--- src/rtl/wshp_pkg.sv ---
// Shared types, codes and word tables for the WebSocket handshake header parser.
// No dependencies.
`timescale 1ns / 1ps

package wshp_pkg;

   // pending line-end expectations
   localparam logic [2:0] PE_NONE        = 3'd0;
   localparam logic [2:0] PE_SKIP_BLANKS = 3'd1;
   localparam logic [2:0] PE_LF          = 3'd2;
   localparam logic [2:0] PE_LF_NOCONT   = 3'd3;
   localparam logic [2:0] PE_LF_END      = 3'd4;
   localparam logic [2:0] PE_LINE_CONT   = 3'd5;
   localparam logic [2:0] PE_LINE_NOCONT = 3'd6;

   // what ends the current token
   localparam logic [2:0] TE_SPACE      = 3'd0;
   localparam logic [2:0] TE_BLANKS     = 3'd1;
   localparam logic [2:0] TE_COLON      = 3'd2;
   localparam logic [2:0] TE_EOL        = 3'd3;
   localparam logic [2:0] TE_EOL_NOCONT = 3'd4;

   localparam logic [2:0] PH_METHOD  = 3'd0;
   localparam logic [2:0] PH_PATH    = 3'd1;
   localparam logic [2:0] PH_VERSION = 3'd2;
   localparam logic [2:0] PH_FIELD   = 3'd3;
   localparam logic [2:0] PH_VALUE   = 3'd4;

   localparam logic [2:0] HN_OTHER      = 3'd0;
   localparam logic [2:0] HN_UPGRADE    = 3'd1;
   localparam logic [2:0] HN_CONNECTION = 3'd2;
   localparam logic [2:0] HN_VERSION    = 3'd3;
   localparam logic [2:0] HN_KEY        = 3'd4;

   // tokenizer verdicts
   localparam logic [2:0] TK_CHAR        = 3'd0;
   localparam logic [2:0] TK_SKIP        = 3'd1;
   localparam logic [2:0] TK_ABORT       = 3'd2;
   localparam logic [2:0] TK_END         = 3'd3;
   localparam logic [2:0] TK_END_AGAIN   = 3'd4;
   localparam logic [2:0] TK_END_HEADERS = 3'd5;

   localparam logic [2:0] ERR_NONE      = 3'd0;
   localparam logic [2:0] ERR_MALFORMED = 3'd1;
   localparam logic [2:0] ERR_TOO_LONG  = 3'd2;
   localparam logic [2:0] ERR_BAD_VALUE = 3'd3;
   localparam logic [2:0] ERR_REPEATED  = 3'd4;
   localparam logic [2:0] ERR_METHOD    = 3'd5;
   localparam logic [2:0] ERR_VERSION   = 3'd6;
   localparam logic [2:0] ERR_PATH      = 3'd7;

   localparam logic [1:0] ST_MORE   = 2'd0;
   localparam logic [1:0] ST_ACCEPT = 2'd1;
   localparam logic [1:0] ST_REJECT = 2'd2;

   localparam logic [7:0] CH_NUL = 8'h00;
   localparam logic [7:0] CH_TAB = 8'h09;
   localparam logic [7:0] CH_LF  = 8'h0A;
   localparam logic [7:0] CH_VT  = 8'h0B;
   localparam logic [7:0] CH_FF  = 8'h0C;
   localparam logic [7:0] CH_CR  = 8'h0D;
   localparam logic [7:0] CH_SP  = 8'h20;
   localparam logic [7:0] CH_COMMA = 8'h2C;
   localparam logic [7:0] CH_COLON = 8'h3A;
   localparam logic [7:0] CH_SLASH = 8'h2F;

   // words matched against the token buffer
   localparam int NUM_WORDS = 8;
   localparam logic [2:0] W_GET       = 3'd0;
   localparam logic [2:0] W_HTTP11    = 3'd1;
   localparam logic [2:0] W_UPGRADE   = 3'd2;
   localparam logic [2:0] W_CONNECT   = 3'd3;
   localparam logic [2:0] W_SECVER    = 3'd4;
   localparam logic [2:0] W_SECKEY    = 3'd5;
   localparam logic [2:0] W_WEBSOCKET = 3'd6;
   localparam logic [2:0] W_13        = 3'd7;

   typedef struct packed {
      logic [2:0] kind;
      logic [7:0] ch;
      logic [2:0] pe_next;
   } tok_result_type;

   function automatic logic [7:0] lower_ascii(input logic [7:0] c);
      return (c >= 8'h41 && c <= 8'h5A) ? c + 8'd32 : c;
   endfunction

   function automatic logic is_blank(input logic [7:0] c);
      return c == CH_SP || c == CH_TAB;
   endfunction

   function automatic logic [4:0] word_len(input logic [2:0] id);
      logic [4:0] l;
      case (id)
         W_GET:       l = 5'd3;
         W_HTTP11:    l = 5'd8;
         W_UPGRADE:   l = 5'd7;
         W_CONNECT:   l = 5'd10;
         W_SECVER:    l = 5'd21;
         W_SECKEY:    l = 5'd17;
         W_WEBSOCKET: l = 5'd9;
         default:     l = 5'd2;
      endcase
      return l;
   endfunction

   // case-insensitive words are stored in lower case
   function automatic logic word_folds(input logic [2:0] id);
      return id != W_GET && id != W_HTTP11 && id != W_13;
   endfunction

   function automatic logic [7:0] word_byte(input logic [2:0] id, input logic [4:0] k);
      logic [167:0] s;
      int           l;
      case (id)
         W_GET:       s = 168'("GET");
         W_HTTP11:    s = 168'("HTTP/1.1");
         W_UPGRADE:   s = 168'("upgrade");
         W_CONNECT:   s = 168'("connection");
         W_SECVER:    s = 168'("sec-websocket-version");
         W_SECKEY:    s = 168'("sec-websocket-key");
         W_WEBSOCKET: s = 168'("websocket");
         default:     s = 168'("13");
      endcase
      l = int'(word_len(id));
      if (int'(k) >= l) return 8'h00;
      return s[8 * (l - 1 - int'(k)) +: 8];
   endfunction

endpackage

--- src/rtl/wshp_tokenizer.sv ---
// Byte classifier: decides whether a byte extends, ends or aborts the token, or is skipped.
// Depends on wshp_pkg.
`timescale 1ns / 1ps

module wshp_tokenizer (
   input  logic [7:0]              c,
   input  logic [2:0]              pe,
   input  logic [2:0]              te,
   output wshp_pkg::tok_result_type res
);

   logic done;

   always_comb begin
      res.kind    = wshp_pkg::TK_CHAR;
      res.ch      = c;
      res.pe_next = wshp_pkg::PE_NONE;
      done        = 1'b0;

      case (pe)
         wshp_pkg::PE_SKIP_BLANKS: begin
            if (wshp_pkg::is_blank(c)) begin
               res.kind    = wshp_pkg::TK_SKIP;
               res.pe_next = wshp_pkg::PE_SKIP_BLANKS;
               done        = 1'b1;
            end
         end
         wshp_pkg::PE_LF, wshp_pkg::PE_LF_NOCONT: begin
            res.pe_next = (pe == wshp_pkg::PE_LF) ? wshp_pkg::PE_LINE_CONT
                                                  : wshp_pkg::PE_LINE_NOCONT;
            res.kind    = (c == wshp_pkg::CH_LF) ? wshp_pkg::TK_SKIP : wshp_pkg::TK_ABORT;
            done        = 1'b1;
         end
         wshp_pkg::PE_LF_END: begin
            res.kind = (c == wshp_pkg::CH_LF) ? wshp_pkg::TK_END_HEADERS : wshp_pkg::TK_ABORT;
            done     = 1'b1;
         end
         wshp_pkg::PE_LINE_CONT, wshp_pkg::PE_LINE_NOCONT: begin
            done = 1'b1;
            if (wshp_pkg::is_blank(c)) begin
               if (pe == wshp_pkg::PE_LINE_NOCONT) begin
                  res.kind    = wshp_pkg::TK_ABORT;
                  res.pe_next = pe;
               end else begin
                  // folded continuation: blanks collapse to one space
                  res.pe_next = wshp_pkg::PE_SKIP_BLANKS;
                  res.ch      = wshp_pkg::CH_SP;
               end
            end else if (c == wshp_pkg::CH_LF) begin
               res.kind = wshp_pkg::TK_END_HEADERS;
            end else if (c == wshp_pkg::CH_CR) begin
               res.kind    = wshp_pkg::TK_SKIP;
               res.pe_next = wshp_pkg::PE_LF_END;
            end else begin
               res.kind = wshp_pkg::TK_END_AGAIN;
            end
         end
         default: ;
      endcase

      if (!done) begin
         case (te)
            wshp_pkg::TE_SPACE: begin
               if (c == wshp_pkg::CH_SP) begin
                  res.kind = wshp_pkg::TK_END;
                  done     = 1'b1;
               end
            end
            wshp_pkg::TE_BLANKS: begin
               if (wshp_pkg::is_blank(c)) begin
                  res.kind    = wshp_pkg::TK_END;
                  res.pe_next = wshp_pkg::PE_SKIP_BLANKS;
                  done        = 1'b1;
               end
            end
            wshp_pkg::TE_COLON: begin
               if (c == wshp_pkg::CH_COLON) begin
                  res.kind    = wshp_pkg::TK_END;
                  res.pe_next = wshp_pkg::PE_SKIP_BLANKS;
                  done        = 1'b1;
               end
            end
            wshp_pkg::TE_EOL, wshp_pkg::TE_EOL_NOCONT: begin
               if (c == wshp_pkg::CH_CR) begin
                  res.kind    = wshp_pkg::TK_SKIP;
                  res.pe_next = (te == wshp_pkg::TE_EOL) ? wshp_pkg::PE_LF
                                                         : wshp_pkg::PE_LF_NOCONT;
                  done        = 1'b1;
               end else if (c == wshp_pkg::CH_LF) begin
                  res.kind    = wshp_pkg::TK_SKIP;
                  res.pe_next = (te == wshp_pkg::TE_EOL) ? wshp_pkg::PE_LINE_CONT
                                                         : wshp_pkg::PE_LINE_NOCONT;
                  done        = 1'b1;
               end
            end
            default: ;
         endcase
         if (!done && (c == wshp_pkg::CH_LF || c == wshp_pkg::CH_CR || c == wshp_pkg::CH_NUL))
            res.kind = wshp_pkg::TK_ABORT;
      end
   end

endmodule

--- config.mk ---
export PLATFORM = sky130hd
export DESIGN_NAME = wshp_tokenizer
export DESIGN_NICKNAME = d
export VERILOG_FILES = /design/src/rtl/wshp_pkg.sv /design/src/rtl/wshp_tokenizer.sv
export SDC_FILE = /design/constraint.sdc
export NUM_CORES = 1
export LEC_CHECK = 0
export ABC_AREA = 1
export ABC_CLOCK_PERIOD_IN_PS = 1290
export BUFFER_PORTS_ARGS = -buffer_cell sky130_fd_sc_hd__clkbuf_2
export CELL_PAD_IN_SITES_DETAIL_PLACEMENT = 1
export CELL_PAD_IN_SITES_GLOBAL_PLACEMENT = 1
export CORE_MARGIN = 4
export CORE_UTILIZATION = 30
export DETAILED_ROUTE_END_ITERATION = 10
export GPL_TIMING_DRIVEN = 0
export PLACE_DENSITY = 0.87
export SLEW_MARGIN = 20
export SYNTH_ARGS = -nofsm -noshare
export SYNTH_HDL_FRONTEND = slang
export SYNTH_SLANG_ARGS = --single-unit
--- constraint.sdc ---
create_clock -name vclk -period 1.29
set_input_delay 0.258 -clock vclk [all_inputs]
set_output_delay 0.258 -clock vclk [all_outputs]
set_load 0.03 [all_outputs]
==> impl_metrics.tcl, run 1 <==
set metrics [dict create \
    setup.worst_path.start_class "input port" \
    ios 28 \
    grt_pass1_vias 972 \
    required_ps 1030 \
    hold-path-cell-count 3 \
    post_drt_wl_per_cell_um 16.0 \
    drv_cap 0 \
    leakage_nw 0.748 \
    tns_ps -2760 \
    postRouteWirelength_mm 3.01 \
    drtPass1Iterations 4 \
    portBuffers 28 \
    start_util 0.314 \
    synth-compound-area-share 0.137 \
    hold_class "in -> out" \
    power.switching_w 0.000245 \
    cp_slowest_cell "a21oi_1" \
    diodes 0 \
    post-route-period-util 1.31 \
    clkPwrFrac 0 \
    fin_ws_ps -397 \
    finish.utilization 0.625 \
    row_count 17 \
    grt-ovfl-total 0 \
    crit_arrival_ps 1430 \
    max_freq_mhz 593 \
    layout_commonest_cell "nand2_4" \
    drt_first_iter_violations 14 \
    synth_cells 119 \
    syn_area_per_cell_um2 5.77 \
    final_cell_mix "nand2_4, buf_4, nand2_1" \
    cp-end-kind "output port" \
    ys_warn_count 0 \
    grt_pass1_wl_mm 4.40 \
    yosys-mux-area-fraction 0 \
    pwr-share-seq 0 \
    die-width_um 55.9 \
    critPathKind "in -> out" \
    syn_to_final_growth_pct 99.3 \
    dieArea_mm2 0.00312 \
    yosysSeqAreaShare 0 \
    crit_chain "buf_6, inv_8, nand2_8, nor2_8, nand2_4, nand2_8, o21ai_1, a21oi_1, nand2_2, buf_8" \
    slew_viol_final 0 \
    detail-route-antenna-nets 0 \
    hold_start "c[2]" \
    grt_max_degree 9 \
    min_delay_worst_endpoint "res[5]" \
    grt_usage 0.169 \
    place_hpwl_mm 1.89 \
    core-area_mm2 0.00219 \
    seq_area_um2 0 \
    cts-hold-fix-buffers 0 \
    synthXorXnorAreaFrac 0 \
    num-clock-buffers 0 \
    drc_errors 0 \
    nFlopsAndLatches 0 \
    critPathMostFrequentCell "nand2_8" \
    netSwitchingFraction 0.584 \
    vias 926 \
    finalSetupViolations 9 \
    critPathMaxStageDelay_ps 230 \
    ir_drop_v 0.000206 \
    min_period_ps 1690 \
    die_h_um 55.9 \
    yosys.area_share.simple 0.721 \
    synth_top_family_by_area "simple AND/OR/NAND/NOR gates" \
    power_density_mw_per_mm2 306 \
    slew_headroom 0.813 \
    antenna_found_initial 0 \
    hold_viol_final 0 \
    cp_max_fo 8 \
    status "complete, but fails checks" \
    p_int_w 0.000175 \
    syn-cell-area_um2 687 \
    worst_slew_pin_slew_ps 280 \
    nets 176 \
    post_synth_num_cell_types 24 \
    drive_gt1_frac 0.731 \
    nFillCells 260 \
    rsz0062_at_grt "true" \
    place_congestion 0.786 \
    vias_per_cell 4.93 \
    synth_fa_ha_area_frac 0 \
    synthesis.nets 133 \
    comb_power_share 1.000 \
    violations "negative setup slack" \
]
metrics by stage:
| step | instances | cell area [µm²] | total power [W] | hold slack (ps) | worst slack [ps] |
|---|---|---|---|---|---|
| finish | 188 | 1370 | 0.000420 | 868 | -397 |
| global route | 188 | 1370 | 0.000446 | 883 | -473 |
| CTS | 179 | 1170 | 0.000352 | 901 | -374 |
| detailed placement | 175 | 965 | 0.000293 | 900 | -476 |
| global placement | 175 | 965 | 0.000282 | 893 | -416 |
| floorplan | 119 | 790 | 0.000206 | 677 | -35.2 |
per-layer routing:
layer | vias to the layer above | routed length [µm] | GRT usage
met2 | 23 | 1710 | 0.336
met3 | 6 | 117 | 0.0139
li1 | 453 | - | -
met5 | - | 0 | 0
met1 | 444 | 1120 | 0.193
met4 | 0 | 53 | 0.0339
worst max path at each step:
stage          from  endpoint  slack, ps  cells after the start
3_5_place_dp   c[7]   res[12]       -480                     13
3_3_place_gp   c[1]   res[12]       -420                     11
5_1_grt        c[1]    res[2]       -470                     12
4_1_cts        c[6]   res[12]       -370                     13
6_report       c[5]    res[2]       -400                     10
2_1_floorplan  c[4]    res[3]        -40                      6
cell type report:
class,count,area [µm²],area share
buffer,5,18.8,0.0137
inverter,21,134,0.0978
multi-input combinational,93,777,0.568
tap,28,35.0,0.0256
timing repair buffer,41,404,0.295
synth_stat cells, drive strengths merged:
library cell	count	share of area
o21ai	5	0.042
nor3	4	0.036
nand3	6	0.058
nand4	2	0.018
o2111ai	1	0.013
a21oi	6	0.049
clkbuf	5	0.027
inv	21	0.11
nand2	46	0.40
a22oi	2	0.022
nor2	20	0.21
a21boi	1	0.011
power by group through the flow:
stage / registers, W / clock network (W) / logic [W]
6_report: 0 / 0 / 0.000420
5_1_grt: 0 / 0 / 0.000446
4_1_cts: 0 / 0 / 0.000352
3_5_place_dp: 0 / 0 / 0.000293
3_3_place_gp: 0 / 0 / 0.000282
2_1_floorplan: 0 / 0 / 0.000206
timing repair:
| item | CTS | global route |
|---|---|---|
| resized for setup | 38 | 53 |
| gates cloned | 0 | 0 |
| hold endpoints to repair | 0 | 0 |
| pin swaps | 12 | 25 |
| setup buffers | 4 | 9 |
| endpoints found under the setup margin | 9 | 9 |
logic make-up (layout without fill, tap and decap cells):
group | after synthesis | count (layout)
AOI/OAI and AO/OA | 15 | 15
buffers and inverters | 26 | 67
and+or+nand+nor | 78 | 78
critical path, delay by kind of cell:
| kind | cells | cell delay (ps) |
|---|---|---|
| compound gates | 2 | 320 |
| simple gates | 5 | 520 |
| buf+inv | 3 | 310 |
Note: power is estimated with default switching activity, not from simulation.
==> inputs of run 2 (changes only) <==
Settings changed: PLACE_DENSITY 0.87 to 0.84.
==> run 2 against run 1 <==
The flow still finishes with violations (negative setup slack); flip-flop and latch count stayed put; cell area increased by 15%; total power is 12% higher; non-clock buffer count increased by 1; first-iteration DRC count grew to 2.6 times the previous value; core utilization is 9.3 points higher; final cell count up 1.1%; global-route usage grew 2.7 points; clock-buffer cell count stayed put; hold slack worse by 13 ps; die area unchanged; critical path depth up 2; largest power group unchanged.
==> impl_metrics.tcl, run 2 (synthesis gave the netlist of run 1 again) <==
set metrics [dict create \
    cts-hold-fix-buffers 0 \
    vias_per_cell 5.54 \
    drt_first_iter_violations 36 \
    drive_gt1_frac 0.790 \
    start_util 0.314 \
    seq_area_um2 0 \
    slew_viol_final 0 \
    layout_commonest_cell "nand2_4" \
    drtPass1Iterations 4 \
    setup.worst_path.start_class "input port" \
    dieArea_mm2 0.00312 \
    diodes 0 \
    finalSetupViolations 9 \
    tns_ps -3520 \
    final_cell_mix "nand2_4, nand2_2, nand2_1" \
    drv_cap 0 \
    ir_drop_v 0.000230 \
    num-clock-buffers 0 \
    critPathKind "in -> out" \
    hold_class "in -> out" \
    syn_to_final_growth_pct 129 \
    nFlopsAndLatches 0 \
    core-area_mm2 0.00219 \
    postRouteWirelength_mm 4.47 \
    die_h_um 55.9 \
    min_period_ps 1790 \
    cp_max_fo 4 \
    max_freq_mhz 560 \
    grt-ovfl-total 0 \
    die-width_um 55.9 \
    portBuffers 28 \
    grt_max_degree 7 \
    leakage_nw 0.770 \
    fin_ws_ps -495 \
    place_congestion 0.800 \
    worst_slew_pin_slew_ps 317 \
    detail-route-antenna-nets 0 \
    drc_errors 0 \
    post_drt_wl_per_cell_um 23.5 \
    power_density_mw_per_mm2 298 \
    status "complete, but fails checks" \
    violations "negative setup slack" \
    antenna_found_initial 0 \
    rsz0062_at_grt "true" \
    power.total_w 0.000468 \
    slew_headroom 0.788 \
    place_hpwl_mm 1.87 \
    grt_usage 0.196 \
    required_ps 1030 \
    hold_viol_final 0 \
    cp-end-kind "output port" \
    ios 28 \
    row_count 17 \
    vias 1053 \
    nets 178 \
    grt_pass1_wl_mm 5.01 \
    post-route-period-util 1.38 \
    grt_pass1_vias 1058 \
    crit_arrival_ps 1530 \
]
run 2: cell types whose count changed in the layout (fill, tap and decap cells not counted), moves of 2 or more:
cell     change
a21oi_1      -4
a21oi_2      +3
buf_12       +3
buf_4        -8
buf_8        +4
inv_8        +2
nand2_1      -2
nand2_4      -2
nand2_8      +5
run 2: what timing repair did:
action                     in CTS  in global routing
setup buffers                   8                  6
cloned                          1                  0
pin swaps                      14                 26
setup endpoints to repair       9                  9
gates resized for setup        43                 67
run 2: final timing paths:
path / end / slack [ps] / startpoint / depth (start not counted)
worst max-delay path: res[12] / -500 / pe[2] / 12
worst min-delay path: res[6] / 860 / c[3] / 4
run 2: area by class of cell:
type | instances | area [µm²]
timing repair buffer | 42 | 489
tap | 28 | 35.0
fill | 235 | 619
buffer | 5 | 18.8
inverter | 21 | 146
multi-input combinational | 94 | 882
run 2: per-stage QoR:
stage | area, µm² | std cells | worst slack, ps | utilization | hold WS [ps]
after floorplan | 790 | 119 | -35.2 | - | 677
after global placement | 965 | 175 | -429 | 0.440 | 893
after detailed placement | 965 | 175 | -480 | 0.440 | 903
after CTS | 1270 | 184 | -390 | 0.579 | 883
after global routing | 1570 | 190 | -627 | 0.717 | 862
final | 1570 | 190 | -495 | 0.717 | 856
run 2: metal layers:
layer / track usage / wire length, µm / vias up / share of wire
met2: 0.407 / 2330 / 72 / 0.52
met4: 0.0441 / 288 / 0 / 0.064
met5: 0 / 0 / - / 0
li1: - / - / 457 / -
met1: 0.205 / 1610 / 500 / 0.36
met3: 0.0186 / 243 / 24 / 0.054
run 2: critical path, cell delays in order:
cell	delay, ps
clkbuf_2	160
inv_2	90
nor2_4	140
nand2_1	140
o21ai_2	120
nand2_4	60
nand2_2	80
nand2_1	90
nand2_1	120
nand2_2	80
nand3_4	70
buf_8	120
run 2: power breakdown:
part	internal, W	switching [W]
logic	0.000188	0.000280
clock network	0	0
registers	0	0
==> inputs of run 3 (changes only) <==
Settings changed: ABC_AREA 1 to not set, PLACE_DENSITY 0.84 to 0.85.
==> run 3 against run 2 <==
The flow still finishes with violations (negative setup slack); fmax fell by 15%; setup slack got worse by 300 ps; wire length fell by 36%; final cell count fell by 19%; flip-flop and latch count did not move; global-route usage rose by 1.1 points; cell area fell by 35%; area after synthesis fell by 11%; total power fell by 32%.
==> impl_metrics.tcl, run 3 <==
set metrics [dict create \
    synth_top_area_cell "a21oi_1" \
    cp_slowest_cell "or4_4" \
    hold_start "c[5]" \
    power.total_w 0.000321 \
    row_count 16 \
    die_h_um 53.2 \
    critPathMaxStageDelay_ps 550 \
    ys_top_cells_by_area "a21oi_1, nor2_1, clkbuf_1" \
    ios 28 \
    hold_slack_ps 906 \
    synthesis.nets 110 \
    grt.met1_usage 0.255 \
    post-route-period-util 1.62 \
    final_cell_mix "clkbuf_2, nor2_1, clkbuf_1, buf_4" \
    post_synth_num_cell_types 40 \
    grt-ovfl-total 0 \
    cp-end-kind "output port" \
    required_ps 1030 \
    crit_arrival_ps 1830 \
    finish.utilization 0.528 \
    cts-hold-fix-buffers 0 \
    dieArea_mm2 0.00283 \
    antenna_found_initial 0 \
    drtPass1Iterations 4 \
    post_drt_wl_per_cell_um 18.6 \
    grt_pass1_vias 934 \
    hold_class "in -> out" \
    grt_use_met2 0.394 \
    synth_cells 96 \
    nFlopsAndLatches 0 \
    drive_gt1_frac 0.465 \
    crit_family "simple AND/OR/NAND/NOR gates" \
    drv_cap 0 \
    portBuffers 26 \
    syn_area_per_cell_um2 6.39 \
    postRouteWirelength_mm 2.87 \
    critPathKind "in -> out" \
    nFillCells 255 \
    die-width_um 53.2 \
    diodes 0 \
    layout_commonest_cell "clkbuf_2" \
    hold_viol_final 0 \
    cp_max_fo 4 \
    setup.worst_path.start_class "input port" \
    drc_errors 0 \
    place_inst 149 \
    min_period_ps 2090 \
    seq_area_um2 0 \
    grt_pass1_wl_mm 4.48 \
    stdcell_count 154 \
    start_util 0.316 \
    detail-route-antenna-nets 0 \
    crit_buf_inv 2 \
    place_hpwl_mm 1.82 \
    synth_common_cells "nor2_1, a21oi_1, clkbuf_1, nand2_1, nor3_1" \
    max_freq_mhz 479 \
    num-clock-buffers 0 \
    fin_ws_ps -799 \
    ys_warn_count 0 \
    drt_first_iter_violations 14 \
    synth.most_common_cell "nor2_1" \
    ir_drop_v 0.000180 \
    rsz0062_at_grt "true" \
    syn_to_final_growth_pct 67.3 \
    place_congestion 0.784 \
    leakage_nw 0.426 \
    busiest_layer "met2" \
    multi_input_area_um2 697 \
    crit_end "res[2]" \
    violations "negative setup slack" \
    core-area_mm2 0.00194 \
    crit_chain "clkbuf_16, or4_4, nor2_4, nor3_2, o21a_1, a221oi_4, clkbuf_8" \
    grt_usage 0.207 \
    yosysSeqAreaShare 0 \
    syn-cell-area_um2 613 \
    grt_max_degree 11 \
    path_depth 7 \
    power_density_mw_per_mm2 313 \
    finalSetupViolations 9 \
    use_met3 0.0113 \
    vias_per_cell 5.96 \
    nets 143 \
    critPathLaunch "c[4]" \
    status "complete, but fails checks" \
    worst_slew_pin_slew_ps 512 \
    slew_headroom 0.657 \
    yosysTopAreaCellShare 0.0653 \
    vias 918 \
    slew_viol_final 0 \
]
[run 3: final cells by class]
class / instances / share of cell area
Buffer: 11 / 0.0610
Tap cell: 27 / 0.0329
Inverter: 1 / 0.00366
Multi-Input combinational cell: 84 / 0.679
Timing Repair Buffer: 31 / 0.223
[run 3: through the flow]
stage               setup TNS (ps)  setup slack (ps)  instance area (µm²)
global placement             -6480              -913                  875
global route                 -6330              -817                 1030
CTS                          -6180              -782                  972
finish                       -5800              -799                 1030
detailed placement           -6860              -964                  875
floorplan                    -3600              -598                  711
[run 3: where the power goes]
part	switching, W	total [W]	internal [W]
Sequential	0	0	0
Combinational	0.000191	0.000321	0.000130
Clock	0	0	0
[run 3: cell families after synthesis]
logic type             count (synthesis)  share of synthesized area
AND/OR/NAND/NOR                       48                      0.494
buffers and inverters                 12                     0.0816
XOR/XNOR                               1                     0.0143
AO/OA/AOI/OAI                         35                      0.410
[run 3: how the worst min path moves through the flow]
stage	endpoint	slack, ps	depth (start not counted)
2_1_floorplan	res[3]	650	1
6_report	res[8]	910	3
3_5_place_dp	res[5]	920	3
3_3_place_gp	res[10]	900	3
5_1_grt	res[8]	920	3
4_1_cts	res[5]	920	3
[run 3: worst min-delay path: stages]
cell      delay (ps)
buf_12            90
or2_4            110
clkbuf_2         190
[run 3: what timing repair did]
item | CTS | global route
gates resized for setup | 13 | 21
pin swaps | 7 | 12
setup endpoints to repair | 9 | 9
setup buffers | 4 | 1
[run 3: layer usage]
layer	vias up	routed length (µm)
met5	-	0
met4	0	16
met3	2	57
met2	16	1510
met1	462	1280
li1	438	-
